File: src/design/mlrq_pkg.sv
// package: types, constants and codes for the multilevel linked ready queues
package mlrq_pkg;
	localparam int SLOTS_DEF = 64;
	localparam int LEVELS_DEF = 4;

	localparam logic KIND_INSERT = 1'b0;
	localparam logic KIND_REMOVE = 1'b1;

	localparam logic [1:0] ST_DONE = 2'd0;
	localparam logic [1:0] ST_QUEUED = 2'd1;
	localparam logic [1:0] ST_UNQUEUED = 2'd2;

	typedef enum logic [1:0] {
		S_IDLE,
		S_READ,
		S_FIX,
		S_OUT
	} state_t;

	typedef struct packed {
		logic load;
		logic do_link;
		logic do_fix;
	} cmd_t;

	typedef struct packed {
		logic reject;
	} sts_t;
endpackage

File: src/design/mlrq_ram.sv
// generic single-port ram with registered read
module mlrq_ram #(
	parameter int WIDTH = 8,
	parameter int DEPTH = 64
) (
	input  logic                     clk,
	input  logic                     we,
	input  logic [$clog2(DEPTH)-1:0] addr,
	input  logic [WIDTH-1:0]         wdata,
	output logic [WIDTH-1:0]         rdata
);
	logic [WIDTH-1:0] mem [DEPTH];

	always_ff @(posedge clk) begin
		if (we) begin
			mem[addr] <= wdata;
		end
		rdata <= mem[addr];
	end
endmodule

File: src/design/mlrq_ctrl.sv
// controller state machine for the ready queue operations
module mlrq_ctrl import mlrq_pkg::*; (
	input  logic clk,
	input  logic arst_n,
	input  logic in_fire,
	input  logic out_fire,
	input  sts_t sts,
	output logic busy,
	output logic out_valid,
	output cmd_t cmd
);
	state_t state_q, state_d;

	always_ff @(posedge clk or negedge arst_n) begin
		if (!arst_n) begin
			state_q <= S_IDLE;
		end else begin
			state_q <= state_d;
		end
	end

	always_comb begin
		state_d = state_q;
		cmd = '0;
		busy = 1'b1;
		out_valid = 1'b0;
		case (state_q)
			S_IDLE: begin
				busy = 1'b0;
				if (in_fire) begin
					cmd.load = 1'b1;
					state_d = S_READ;
				end
			end
			S_READ: begin
				cmd.do_link = 1'b1;
				if (sts.reject) begin
					state_d = S_OUT;
				end else begin
					state_d = S_FIX;
				end
			end
			S_FIX: begin
				cmd.do_fix = 1'b1;
				state_d = S_OUT;
			end
			S_OUT: begin
				out_valid = 1'b1;
				if (out_fire) begin
					state_d = S_IDLE;
				end
			end
			default: state_d = S_IDLE;
		endcase
	end
endmodule

File: src/design/mlrq_dp.sv
// datapath: per-slot tables, level registers and link updates
module mlrq_dp import mlrq_pkg::*; #(
	parameter int SLOTS = SLOTS_DEF,
	parameter int LEVELS = LEVELS_DEF,
	localparam int SW = $clog2(SLOTS),
	localparam int LW = (LEVELS > 1) ? $clog2(LEVELS) : 1,
	localparam int PW = $clog2(SLOTS + 1),
	localparam int RW = LW + 35
) (
	input  logic        clk,
	input  logic        arst_n,
	input  cmd_t        cmd,
	input  logic        in_kind,
	input  logic [5:0]  in_slot,
	input  logic [1:0]  in_level,
	input  logic        in_stamp,
	input  logic        in_rear,
	input  logic [31:0] in_now,
	output sts_t        sts,
	output logic [1:0]  status,
	output logic [1:0]  affected_level,
	output logic [6:0]  level_count,
	output logic        head_valid,
	output logic [5:0]  head_slot,
	output logic [5:0]  tail_slot,
	output logic [31:0] slot_entry_time,
	output logic        slot_drop_mark,
	output logic        slot_rear_mark
);
	localparam logic [PW-1:0] NIL = PW'(SLOTS);

	// index reduction tables
	logic [SW-1:0]    slot_map [64];
	logic [LW-1:0]    lvl_map [4];
	logic [SW-1:0]    slot_in;
	logic [LW-1:0]    lvl_in;

	// one written mark per slot covers the link and record rams
	logic [SLOTS-1:0] written_q;
	logic [PW-1:0]    head_q [LEVELS];
	logic [PW-1:0]    tail_q [LEVELS];
	logic [PW-1:0]    size_q [LEVELS];

	logic             kind_q, stamp_q, rear_q;
	logic [SW-1:0]    s_q;
	logic [LW-1:0]    lv_q;
	logic [31:0]      now_q;
	logic [1:0]       status_q;
	logic [31:0]      time_o_q;
	logic             drop_o_q, rear_o_q;

	// neighbour patches for the fix step
	logic             fn_we, fp_we, fn_we_q, fp_we_q;
	logic [SW-1:0]    fn_a, fp_a, fn_a_q, fp_a_q;
	logic [PW-1:0]    fn_v, fp_v, fn_v_q, fp_v_q;

	logic             n_we, p_we, r_we;
	logic [SW-1:0]    base_addr, n_addr, p_addr;
	logic [PW-1:0]    n_wd, p_wd, n_rd, p_rd;
	logic [RW-1:0]    r_wd, r_rd, rec_old;

	logic             vld, is_rem, reject;
	logic [PW-1:0]    nx, pv;
	logic [LW-1:0]    old_lvl, lv_eff;
	logic             old_q, old_drop, old_rear;
	logic [31:0]      old_time, new_time;
	logic             new_drop, new_rear;
	logic [PW-1:0]    h_cur, t_cur, sz_cur;
	logic [PW-1:0]    size_o, head_o, tail_o;

	always_comb begin
		for (int i = 0; i < 64; i++) slot_map[i] = SW'(i % SLOTS);
		for (int i = 0; i < 4; i++) lvl_map[i] = LW'(i % LEVELS);
	end
	assign slot_in = slot_map[in_slot];
	assign lvl_in = lvl_map[in_level];

	// record of slot s as read, unwritten entries read as reset values
	assign vld = written_q[s_q];
	assign nx = vld ? n_rd : NIL;
	assign pv = vld ? p_rd : NIL;
	assign rec_old = vld ? r_rd : '0;
	assign {old_time, old_rear, old_drop, old_q, old_lvl} = rec_old;

	assign is_rem = (kind_q == KIND_REMOVE);
	assign lv_eff = is_rem ? old_lvl : lv_q;
	assign reject = is_rem ? !old_q : old_q;
	assign sts.reject = reject;

	assign h_cur = head_q[lv_eff];
	assign t_cur = tail_q[lv_eff];
	assign sz_cur = size_q[lv_eff];

	assign new_time = (!is_rem && stamp_q) ? now_q : old_time;
	assign new_drop = is_rem | old_drop;
	assign new_rear = is_rem | old_rear;
	assign r_wd = {new_time, new_rear, new_drop, !is_rem, lv_eff};

	assign base_addr = cmd.load ? slot_in : s_q;

	always_comb begin
		fn_we = 1'b0; fp_we = 1'b0;
		fn_a = '0; fp_a = '0;
		fn_v = NIL; fp_v = NIL;
		if (!reject) begin
			if (!is_rem) begin
				if (rear_q) begin
					fn_we = (t_cur < NIL); fn_a = t_cur[SW-1:0]; fn_v = PW'(s_q);
				end else begin
					fp_we = (h_cur < NIL); fp_a = h_cur[SW-1:0]; fp_v = PW'(s_q);
				end
			end else begin
				fn_we = (pv < NIL); fn_a = pv[SW-1:0]; fn_v = nx;
				fp_we = (nx < NIL); fp_a = nx[SW-1:0]; fp_v = pv;
			end
		end
	end

	always_comb begin
		n_we = 1'b0; p_we = 1'b0; r_we = 1'b0;
		n_addr = base_addr; p_addr = base_addr;
		n_wd = NIL; p_wd = NIL;
		if (cmd.do_link && !reject) begin
			n_we = 1'b1; p_we = 1'b1; r_we = 1'b1;
			if (!is_rem) begin
				if (rear_q) begin
					p_wd = t_cur;
				end else begin
					n_wd = h_cur;
				end
			end
		end
		if (cmd.do_fix) begin
			n_we = fn_we_q; n_addr = fn_a_q; n_wd = fn_v_q;
			p_we = fp_we_q; p_addr = fp_a_q; p_wd = fp_v_q;
		end
	end

	mlrq_ram #(.WIDTH(PW), .DEPTH(SLOTS)) u_next (
		.clk(clk), .we(n_we), .addr(n_addr), .wdata(n_wd), .rdata(n_rd));
	mlrq_ram #(.WIDTH(PW), .DEPTH(SLOTS)) u_prev (
		.clk(clk), .we(p_we), .addr(p_addr), .wdata(p_wd), .rdata(p_rd));
	mlrq_ram #(.WIDTH(RW), .DEPTH(SLOTS)) u_rec (
		.clk(clk), .we(r_we), .addr(base_addr), .wdata(r_wd), .rdata(r_rd));

	always_ff @(posedge clk) begin
		if (cmd.load) begin
			kind_q <= in_kind; stamp_q <= in_stamp; rear_q <= in_rear;
			s_q <= slot_in; lv_q <= lvl_in; now_q <= in_now;
		end
		if (cmd.do_link) begin
			lv_q <= lv_eff;
			status_q <= reject ? (is_rem ? ST_UNQUEUED : ST_QUEUED) : ST_DONE;
			time_o_q <= reject ? old_time : new_time;
			drop_o_q <= reject ? old_drop : new_drop;
			rear_o_q <= reject ? old_rear : new_rear;
		end
	end

	// level registers, written marks and patch registers
	always_ff @(posedge clk or negedge arst_n) begin
		if (!arst_n) begin
			written_q <= '0;
			fn_we_q <= 1'b0; fp_we_q <= 1'b0;
			fn_a_q <= '0; fp_a_q <= '0;
			fn_v_q <= NIL; fp_v_q <= NIL;
			for (int i = 0; i < LEVELS; i++) begin
				head_q[i] <= NIL; tail_q[i] <= NIL; size_q[i] <= '0;
			end
		end else if (cmd.do_link) begin
			fn_we_q <= fn_we; fp_we_q <= fp_we;
			fn_a_q <= fn_a; fp_a_q <= fp_a;
			fn_v_q <= fn_v; fp_v_q <= fp_v;
			if (!reject) begin
				written_q[s_q] <= 1'b1;
				if (!is_rem) begin
					size_q[lv_eff] <= sz_cur + PW'(1);
					if (rear_q) begin
						if (!(t_cur < NIL)) head_q[lv_eff] <= PW'(s_q);
						tail_q[lv_eff] <= PW'(s_q);
					end else begin
						if (!(h_cur < NIL)) tail_q[lv_eff] <= PW'(s_q);
						head_q[lv_eff] <= PW'(s_q);
					end
				end else begin
					if (sz_cur <= PW'(1)) begin
						size_q[lv_eff] <= '0;
						head_q[lv_eff] <= NIL; tail_q[lv_eff] <= NIL;
					end else begin
						size_q[lv_eff] <= sz_cur - PW'(1);
						if (!(pv < NIL)) head_q[lv_eff] <= nx;
						if (!(nx < NIL)) tail_q[lv_eff] <= pv;
					end
				end
			end
		end
	end

	// result
	assign size_o = size_q[lv_q];
	assign head_o = head_q[lv_q];
	assign tail_o = tail_q[lv_q];
	assign status = status_q;
	assign affected_level = 2'(lv_q);
	assign level_count = 7'(size_o);
	assign head_valid = (size_o != '0) && (head_o < NIL);
	assign head_slot = head_valid ? 6'(head_o) : 6'd0;
	assign tail_slot = (head_valid && tail_o < NIL) ? 6'(tail_o) : 6'd0;
	assign slot_entry_time = time_o_q;
	assign slot_drop_mark = drop_o_q;
	assign slot_rear_mark = rear_o_q;
endmodule

File: src/design/multilevel_linked_ready_queues.sv
// top level: multilevel linked ready queues over a fixed slot pool
// an operation reads the slot's record, links it and patches its neighbours before the result
// is valid; a rejected beat skips the patch; one operation at a time: a new beat is taken only
// once the result has been taken at the output
// reset: asynchronous, empties all levels and makes every slot read as unwritten
module multilevel_linked_ready_queues import mlrq_pkg::*; #(
	parameter int SLOTS = SLOTS_DEF,
	parameter int LEVELS = LEVELS_DEF
) (
	input  logic        clk,
	input  logic        arst_n,
	input  logic        s_tvalid,
	output logic        s_tready,
	input  logic [47:0] s_tdata,  // slot, level, stamp_time, at_rear, now
	input  logic        s_tuser,  // kind
	output logic        m_tvalid,
	input  logic        m_tready,
	output logic [63:0] m_tdata   // status, affected_level, level_count, head_valid,
	                              // head_slot, tail_slot, slot_entry_time,
	                              // slot_drop_mark, slot_rear_mark
);
	cmd_t cmd;
	sts_t sts;
	logic busy;

	logic [1:0]  status, affected_level;
	logic [6:0]  level_count;
	logic        head_valid, slot_drop_mark, slot_rear_mark;
	logic [5:0]  head_slot, tail_slot;
	logic [31:0] slot_entry_time;

	// a new beat is taken only while the controller is idle
	assign s_tready = !busy;

	mlrq_ctrl u_ctrl (
		.clk(clk), .arst_n(arst_n), .in_fire(s_tvalid && s_tready),
		.out_fire(m_tvalid && m_tready), .sts(sts), .busy(busy),
		.out_valid(m_tvalid), .cmd(cmd));

	mlrq_dp #(.SLOTS(SLOTS), .LEVELS(LEVELS)) u_dp (
		.clk(clk), .arst_n(arst_n), .cmd(cmd),
		.in_kind(s_tuser), .in_slot(s_tdata[5:0]), .in_level(s_tdata[7:6]),
		.in_stamp(s_tdata[8]), .in_rear(s_tdata[9]), .in_now(s_tdata[41:10]),
		.sts(sts), .status(status), .affected_level(affected_level),
		.level_count(level_count), .head_valid(head_valid), .head_slot(head_slot),
		.tail_slot(tail_slot), .slot_entry_time(slot_entry_time),
		.slot_drop_mark(slot_drop_mark), .slot_rear_mark(slot_rear_mark));

	// result fields packed from bit 0 up, padded to whole bytes
	assign m_tdata = {6'd0, slot_rear_mark, slot_drop_mark, slot_entry_time,
		tail_slot, head_slot, head_valid, level_count, affected_level, status};
endmodule

File: config.mk
export PLATFORM = sky130hd
export DESIGN_NAME = multilevel_linked_ready_queues
export DESIGN_NICKNAME = d
export VERILOG_FILES = /design/src/design/mlrq_pkg.sv /design/src/design/mlrq_ram.sv /design/src/design/mlrq_ctrl.sv /design/src/design/mlrq_dp.sv /design/src/design/multilevel_linked_ready_queues.sv
export SDC_FILE = /design/constraint.sdc
export NUM_CORES = 2
export LEC_CHECK = 0
export CORE_MARGIN = 4
export CORE_UTILIZATION = 48
export CTS_BUF_LIST = sky130_fd_sc_hd__clkbuf_8
export CTS_CLUSTER_SIZE = 16
export DETAILED_ROUTE_END_ITERATION = 10
export DONT_BUFFER_PORTS = 1
export SKIP_LAST_GASP = 1
export SYNTH_ARGS = -nofsm -noshare
export SYNTH_HDL_FRONTEND = slang
export SYNTH_SLANG_ARGS = --single-unit
export TNS_END_PERCENT = 1
File: constraint.sdc
create_clock -name clk -period 8.66 [get_ports clk]
set_input_delay 1.732 -clock clk [delete_from_list [all_inputs] [get_ports clk]]
set_output_delay 1.732 -clock clk [all_outputs]
set_load 0.01 [all_outputs]
Word level (Yosys, flattened, before mapping)

Memory sizes are Yosys's and may differ from the RTL's. A register that Yosys moved wholly into a read port is not among the register bits.
Index checks and enable logic that the tools add are counted.

Flip-flop bits (word level): 257
Memory bits (writable): 3264
Memory bits (read-only): 384
Bits of input ports: 53
Output and inout port bits: 66
Logic and storage cells: 200
Memories: 4

$add $sub $neg: 2
$lt $le $gt $ge: 14
Eq/ne operators: 9
Muxes and demuxes: 108
Bitwise logic cells: 15
Reductions and logical operators: 18

Memory list:

| name            | depth | width | rd ports | clocked after memory_dff | write ports | line           | source |
|---|---|---|---|---|---|---|---|
| u_dp.u_rec.mem  | 64    | 37    | 1        | 1                        | 1           | mlrq_ram.sv:12 | `logic [WIDTH-1:0] mem [DEPTH];` |
| u_dp.u_next.mem | 64    | 7     | 1        | 1                        | 1           | mlrq_ram.sv:12 |  |
| u_dp.u_prev.mem | 64    | 7     | 1        | 1                        | 1           | mlrq_ram.sv:12 |  |
| (no name shown) | 64    | 6     | 1        | 0                        | 0           | mlrq_dp.sv:75  | `assign slot_in = slot_map[in_slot];` |

Operators with widths:

| cell                                                      | count |
|---|---|
| two-way mux 28 bit                                        | 12 |
| two-way mux 7 bit                                         | 29 |
| bitwise mux 28 bit                                        | 6 |
| binary-select mux 7 bit (select 2 bit)                    | 6 |
| two-way mux 6 bit                                         | 13 |
| two-way mux 32 bit                                        | 2 |
| OR 64 bit                                                 | 1 |
| bitwise AND 24 bit                                        | 2 |
| less-than comparator 7 bit (second input constant)        | 6 |
| two-way mux 37 bit                                        | 1 |
| bitwise AND 28 bit                                        | 1 |
| NOT 28 bit                                                | 1 |
| two-way mux 1 bit                                         | 26 |
| NOT 24 bit                                                | 1 |
| two-way mux 2 bit                                         | 8 |
| demux 7 bit (select 2 bit)                                | 1 |
| greater-or-equal comparator 3 bit (second input constant) | 3 |
| NOT 2 -> 3 bit                                            | 3 |
| logical AND 1 bit                                         | 8 |
| OR 4 bit                                                  | 2 |
| one-hot mux 2 bit (4 select lines)                        | 1 |
| AND reduction 4 bit                                       | 2 |
| adder 7 x 1 -> 7 bit (second input constant)              | 1 |
| greater-or-equal comparator 7 bit (second input constant) | 1 |
| other kinds (22)                                          | 29 |

Longest topological paths before layout

Word-level depth: 13
Depth in mapped cells: 19
Gate-level depth less buffers: 15

Hierarchy

Synthesis repeated with hierarchy kept, for this count alone.

Cells, all modules: 8331
Area total of the unflattened synthesis: 140613.6 µm²

By module, submodules not included:

| module                         | times used | cells each | area each (µm²) | seq. area each (µm²) |
|---|---|---|---|---|
| mlrq_ram (u_dp.u_rec)          | 1          | 4975       | 91756.8         | 71848.9 |
| mlrq_ram (u_dp.u_next ...)     | 2          | 1033       | 17732.0         | 13593.0 |
| mlrq_dp                        | 1          | 1258       | 13113.8         | 6729.0 |
| mlrq_ctrl                      | 1          | 19         | 191.4           | 50.0 |
| multilevel_linked_ready_queues | 1          | 13         | 87.6            | 0.0 |

Worst setup path before layout

OpenSTA, ideal clock, no wires.

Kind: reg-to-reg
Start: register u_dp.s_q[4]
End: memory u_dp.u_prev.mem[0][4] (netlist name) (data pin)
Library setup time: 702 ps
Arrival: 5817 ps
Required time: 7958 ps
Path slack: 2141 ps
Stages on the path, launching flop included: 14
Path buffers: 3
Clock period less this slack: 6519 ps
Cell sequence: dfxtp_1 > buf_2 > or3b_1 > buf_2 > nor3_1 > a311oi_1 > nand4_1 > nand2_1 > inv_1 > clkbuf_1 > nand2_1 > nand3_1 > nand3_1 > o21ai_0

Longest elaborated chain between the ends: 12
Elaborated cells on any way between the ends: 16
Those cells by class: 12 x mux; 1 x bitwise; 3 x reduce/logical

RTL lines:

| element                                               | line           | source |
|---|---|---|
| start, declared                                       | mlrq_dp.sv:45  | `logic [SW-1:0] s_q;` |
| start signal, assigned                                | mlrq_dp.sv:149 | `s_q <= slot_in; lv_q <= lvl_in; now_q <= in_now;` |
| binary-select mux 1 bit (select 6 bit)                | mlrq_dp.sv:79  | `assign vld = written_q[s_q];` |
| two-way mux 1 bit (implied by the code)               | mlrq_dp.sv:79  |  |
| two-way mux 37 bit                                    | mlrq_dp.sv:82  | `assign rec_old = vld ? r_rd : '0;` |
| two-way mux 2 bit                                     | mlrq_dp.sv:86  | `assign lv_eff = is_rem ? old_lvl : lv_q;` |
| via u_dp.lv_eff[1]                                    | mlrq_dp.sv:64  | `logic [LW-1:0] old_lvl, lv_eff;` |
| NOT 2 -> 3 bit (implied by the code)                  | mlrq_dp.sv:91  | `assign t_cur = tail_q[lv_eff];` |
| binary-select mux 7 bit (select 2 bit)                | mlrq_dp.sv:91  |  |
| two-way mux 7 bit (implied by the code) (2 in series) | mlrq_dp.sv:91  |  |
| two-way mux 7 bit                                     | mlrq_dp.sv:126 | `if (rear_q) begin` |
| two-way mux 7 bit                                     | mlrq_dp.sv:125 | `if (!is_rem) begin` |
| two-way mux 7 bit                                     | mlrq_dp.sv:123 | `if (cmd.do_link && !reject) begin` |
| two-way mux 7 bit                                     | mlrq_dp.sv:133 | `if (cmd.do_fix) begin` |
| via u_dp.p_wd[4]                                      | mlrq_dp.sv:59  | `logic [PW-1:0] n_wd, p_wd, n_rd, p_rd;` |
| end, declared                                         | mlrq_ram.sv:12 |  |

The timed path passes the listed nets, and every way through them passes these cells. The select of a mux whose other input is x is not followed.

Final worst setup path

Start: register u_dp.s_q[1]
End: memory u_dp.u_rec.mem[17][31] (netlist name) (enable)

Longest elaborated chain between the ends: 10
Elaborated cells on any way between the ends: 11
Those cells by class: 8 x mux; 3 x reduce/logical

RTL lines:

| element                                 | line           | source |
|---|---|---|
| binary-select mux 1 bit (select 6 bit)  | mlrq_dp.sv:79  |  |
| two-way mux 1 bit (implied by the code) | mlrq_dp.sv:79  |  |
| two-way mux 37 bit                      | mlrq_dp.sv:82  |  |
| zero test 1 bit                         | mlrq_dp.sv:87  | `assign reject = is_rem ? !old_q : old_q;` |
| two-way mux 1 bit                       | mlrq_dp.sv:87  |  |
| zero test 1 bit                         | --             |  |
| logical AND 1 bit                       | mlrq_dp.sv:123 |  |
| two-way mux 1 bit                       | mlrq_dp.sv:123 |  |
| two-way mux 1 bit                       | mlrq_ram.sv:15 | `if (we) begin` |
| two-way mux 1 bit (implied by the code) | mlrq_ram.sv:16 | `mem[addr] <= wdata;` |
| end, declared                           | mlrq_ram.sv:12 |  |

Parallel ways exist; a longest one is shown, timed or not. The select of a mux whose other input is x is not followed.

==> results.md <==
- Outcome: complete, no violations
- Sw Share: 38.5%
- Post-route setup TNS: 0 ns
- Top post-synthesis cells by area: edfxtp_1, a22oi_1, dfrtp_1, nand2_1, a221oi_1
- RR Startpoint: u_dp.s_q[1]
- CTS tree: done
- Clk pin slew, worst setup/hold paths: 0.06 ns
- Max-cap violations: 0
- Setup Skew: 0.153 ns
- Final Slew Violations: 0
- Worst-Skew Late Latency: 1.24 ns
- Hold Buf Count CTS: 0
- Chip height: 535 um
- FFs w/ async S/R, synth: 4.98%
- Root buf cell: clkbuf_8
- Initial DRC Count: 12,800
- Die span in x: 535 um
- First-pass GRT wire length: 595,000 um
- Peak supply drop: 0.298 mV
- Maximum clock rate: 0.156 GHz
- Hold Fails Final Rpt: 0
- Vias in the first global route: 80,200
- CTS resizes: 0
- Initial Util: 48.2%
- Die area: 0.286 mm^2
- Slew HR: 18.4%
- Psw: 20.9 mW
- Critical path type: reg2reg
- Area leader, netlist: edfxtp_1
- Combinational power share: 33.6%
- CP required: 9.46 ns
- Largest net degree at the start of global routing: 179
- Pwr dens: 361 mW/mm^2
- IO Pins: 119
- Lkg Pwr: 48.0 nW
- Internal: 33.4 mW
- Sequential area share after synthesis: 79.3%
- CP Launch Type: flop
- Remaining Overflow, GRT: 0
- RSZ-0062 raised after global routing: no
- Hold Path Class: in2async
- Hpwl dp: 236,000 um
- Fin crit period: 6.40 ns
- Syn_area_per_cell: 16.8 um^2
- CTS buffer count: 576
- Total Wirelength: 423,000 um
- Yosys warnings: 0
- Number of synthesized register bits: 3,572
- Worst-Margin Slew: 1.22 ns
- Via count: 82,100
- Initial antenna violation count: 10
- Core area: 0.276 mm^2
- DRC viols: 0
- Area Overhead vs Synth: 12.9%
- Sink Count: 3,572
- Setup violators final: 0
- Sequential Power Share: 41.4%
- Placement Cell Area: 0.140 mm^2
- Input/output buffers: 0
- Final Cycle Share: 73.9%
- Global-route usage over all layers: 28.8%
- Worst path arrival time: 7.20 ns
- Distinct cells, synth: 86
- H-tree depth: 6
- Site Rows: 193
- Dpl cells: 11,400
- Net count, final: 8,369
- Yosys top cell area share: 75.1%
- DR vias/cell: 6.59
- Fin area: 0.151 mm^2
- Main synth FF type: edfxtp_1
- Share of post-route cells with drive strength above 1: 15.3%
- Post-CTS Setup Bufs: 0
- Max Root-Sink Buffers: 4
- Critical R2R Capture: u_dp.u_rec.mem[17][31]
- Cells after synthesis: 7,938
- Non-Filler Instances: 12,500
- Crit-path max FO: 22
- Drt first pass iters: 6
- R2R depth: 11
- Clock power frac: 24.9%
- EDFF count, synth: 3,337
- Synthesized cell area: 0.133 mm^2
- Reg2Reg Setup Slack: 2.26 ns
- ANT nets after route: 0
- Routed length per instance: 33.9 um
- GPL Wtd Cong: 0.851
- CP Capture Type: flop
-- power groups by stage --
stage / logic, mW / registers (mW) / clock network, mW
floorplan: 10.0 / 22.8 / 0
global placement: 17.7 / 22.8 / 0
detailed placement: 17.9 / 22.8 / 0
CTS: 17.9 / 22.5 / 13.7
global route: 19.1 / 22.6 / 14.5
finish: 18.3 / 22.5 / 13.5
-- state kept, by name (all words and copies together) (netlist names), 2 cells and up --
name,flops
u_dp.u_rec.mem,2368
u_dp.u_next.mem,448
u_dp.u_prev.mem,448
u_dp.written_q,64
u_dp.u_rec.rdata,37
u_dp.now_q,32
u_dp.slot_entry_time,32
u_dp.head_q,28
u_dp.size_q,28
u_dp.tail_q,28
u_dp.fn_v_q,7
u_dp.fp_v_q,7
u_dp.u_next.rdata,7
u_dp.u_prev.rdata,7
u_dp.fn_a_q,6
u_dp.fp_a_q,6
u_dp.s_q,6
u_ctrl.state_q,2
u_dp.affected_level,2
u_dp.status,2
-- area by class of cell --
type	count	area, um^2
inverter	28	110
fill	21800	126000
timing repair buffer	308	2750
sequential	3572	106000
tap	3705	4640
multi-input combinational	3823	26600
clock inverter	413	2280
clock buffer	600	8260
antenna	9	22.5
-- critical path: stages (launching register included) --
cell	delay (ns)
dfxtp_1	0.30
buf_4	0.33
nor2b_1	0.60
a22o_1	0.23
nor3_1	0.06
a311o_1	0.45
o41ai_2	0.57
xnor2_1	0.23
and2_1	0.65
nand2_1	0.73
nor2_4	1.13
buf_4	0.64
-- Yosys cell counts, drive strengths merged (13+ instances only) --
master and number:
nor3 27, mux2 78, mux4 33, a21oi 280, a211oi 13, a221oi 220, nand4 43, nand3 82
a311oi 13, nor4 64, mux2i 47, o21ai 103, clkbuf 391, dfrtp 168, o22ai 29, buf 129
edfxtp 3337, and2 26, a41oi 117, nor2 317, inv 24, o21bai 65, a222oi 35, a22oi 997
a31oi 230, a22o 208, nand2 613, nor2b 13, dfxtp 57
-- logic make-up after synthesis --
kind of cell | count (synthesis) | share of synthesized area (%)
AOI/OAI and AO/OA | 2422 | 13.4
DFF | 3572 | 79.3
and+or+nand+nor | 1224 | 3.94
adders and majority gates | 7 | 0.0657
buffers and inverters | 548 | 1.65
muxes | 158 | 1.57
xor gates and xnor gates | 6 | 0.0394
other | 1 | 0.00281
-- cells in the final DEF, fill, tap and decap left out, types with 11 or more instances in the layout --
cell / netlist / layout
edfxtp_1: 3337 / 3337
a22oi_1: 997 / 997
nand2_1: 613 / 600
clkbuf_8: 0 / 600
a21oi_1: 280 / 277
buf_4: 24 / 273
nor2_1: 315 / 229
a31oi_1: 229 / 229
a221oi_1: 220 / 220
inv_1: 23 / 216
a22o_1: 208 / 208
dfrtp_1: 168 / 168
a41oi_1: 116 / 116
clkinv_1: 4 / 101
nand3_1: 82 / 82
mux2_2: 78 / 78
nor2_4: 0 / 74
o21bai_1: 65 / 65
nor4_1: 63 / 63
o21ai_0: 99 / 61
dfxtp_1: 57 / 56
clkinv_2: 0 / 51
nand4_1: 41 / 41
mux2i_1: 47 / 39
o21ai_4: 0 / 38
a222oi_1: 35 / 35
buf_12: 0 / 35
mux4_2: 33 / 33
nor3_1: 27 / 26
o22ai_1: 28 / 24
and2_1: 26 / 18
inv_8: 0 / 16
clkinvlp_4: 0 / 15
nor2_2: 2 / 14
a211oi_1: 13 / 13
o22a_1: 12 / 12
nor2b_1: 13 / 12
a311oi_1: 11 / 11
o31ai_1: 11 / 11
clkinv_8: 0 / 11
-- per-layer routing --
metal / wire length (um) / up-vias / global-route usage [%]
li1: - / 33400 / -
met1: 167000 / 42100 / 41.9
met2: 187000 / 5769 / 42.4
met3: 53200 / 853 / 7.42
met4: 15200 / 8 / 9.69
met5: 57 / - / 0
-- per-stage QoR --
stage	hold WS [ns]	worst slack, ns	total power, mW	utilization (%)
after global placement	0.451	1.83	40.5	50.6
final	0.298	2.26	54.3	54.4
after global routing	0.215	2.30	56.2	54.4
after detailed placement	0.459	1.81	40.7	50.6
after floorplan	0.435	2.14	32.8	-
after CTS	0.193	2.51	54.1	54.4
-- how the worst max path moves through the flow --
stage,to,cells after the start,slack [ns],startpoint
2_1_floorplan,u_dp.u_prev.mem[0][4],13,2.14,u_dp.s_q[4]
3_3_place_gp,u_dp.u_rec.mem[17][26],11,1.83,s_tvalid
3_5_place_dp,u_dp.u_rec.mem[17][26],11,1.81,s_tvalid
4_1_cts,u_dp.u_rec.mem[17][26],11,2.51,u_dp.s_q[1]
5_1_grt,u_dp.u_rec.mem[17][28],11,2.30,u_dp.s_q[1]
6_report,u_dp.u_rec.mem[17][31],11,2.26,u_dp.s_q[1]
Power figures use the tool's default switching activity.
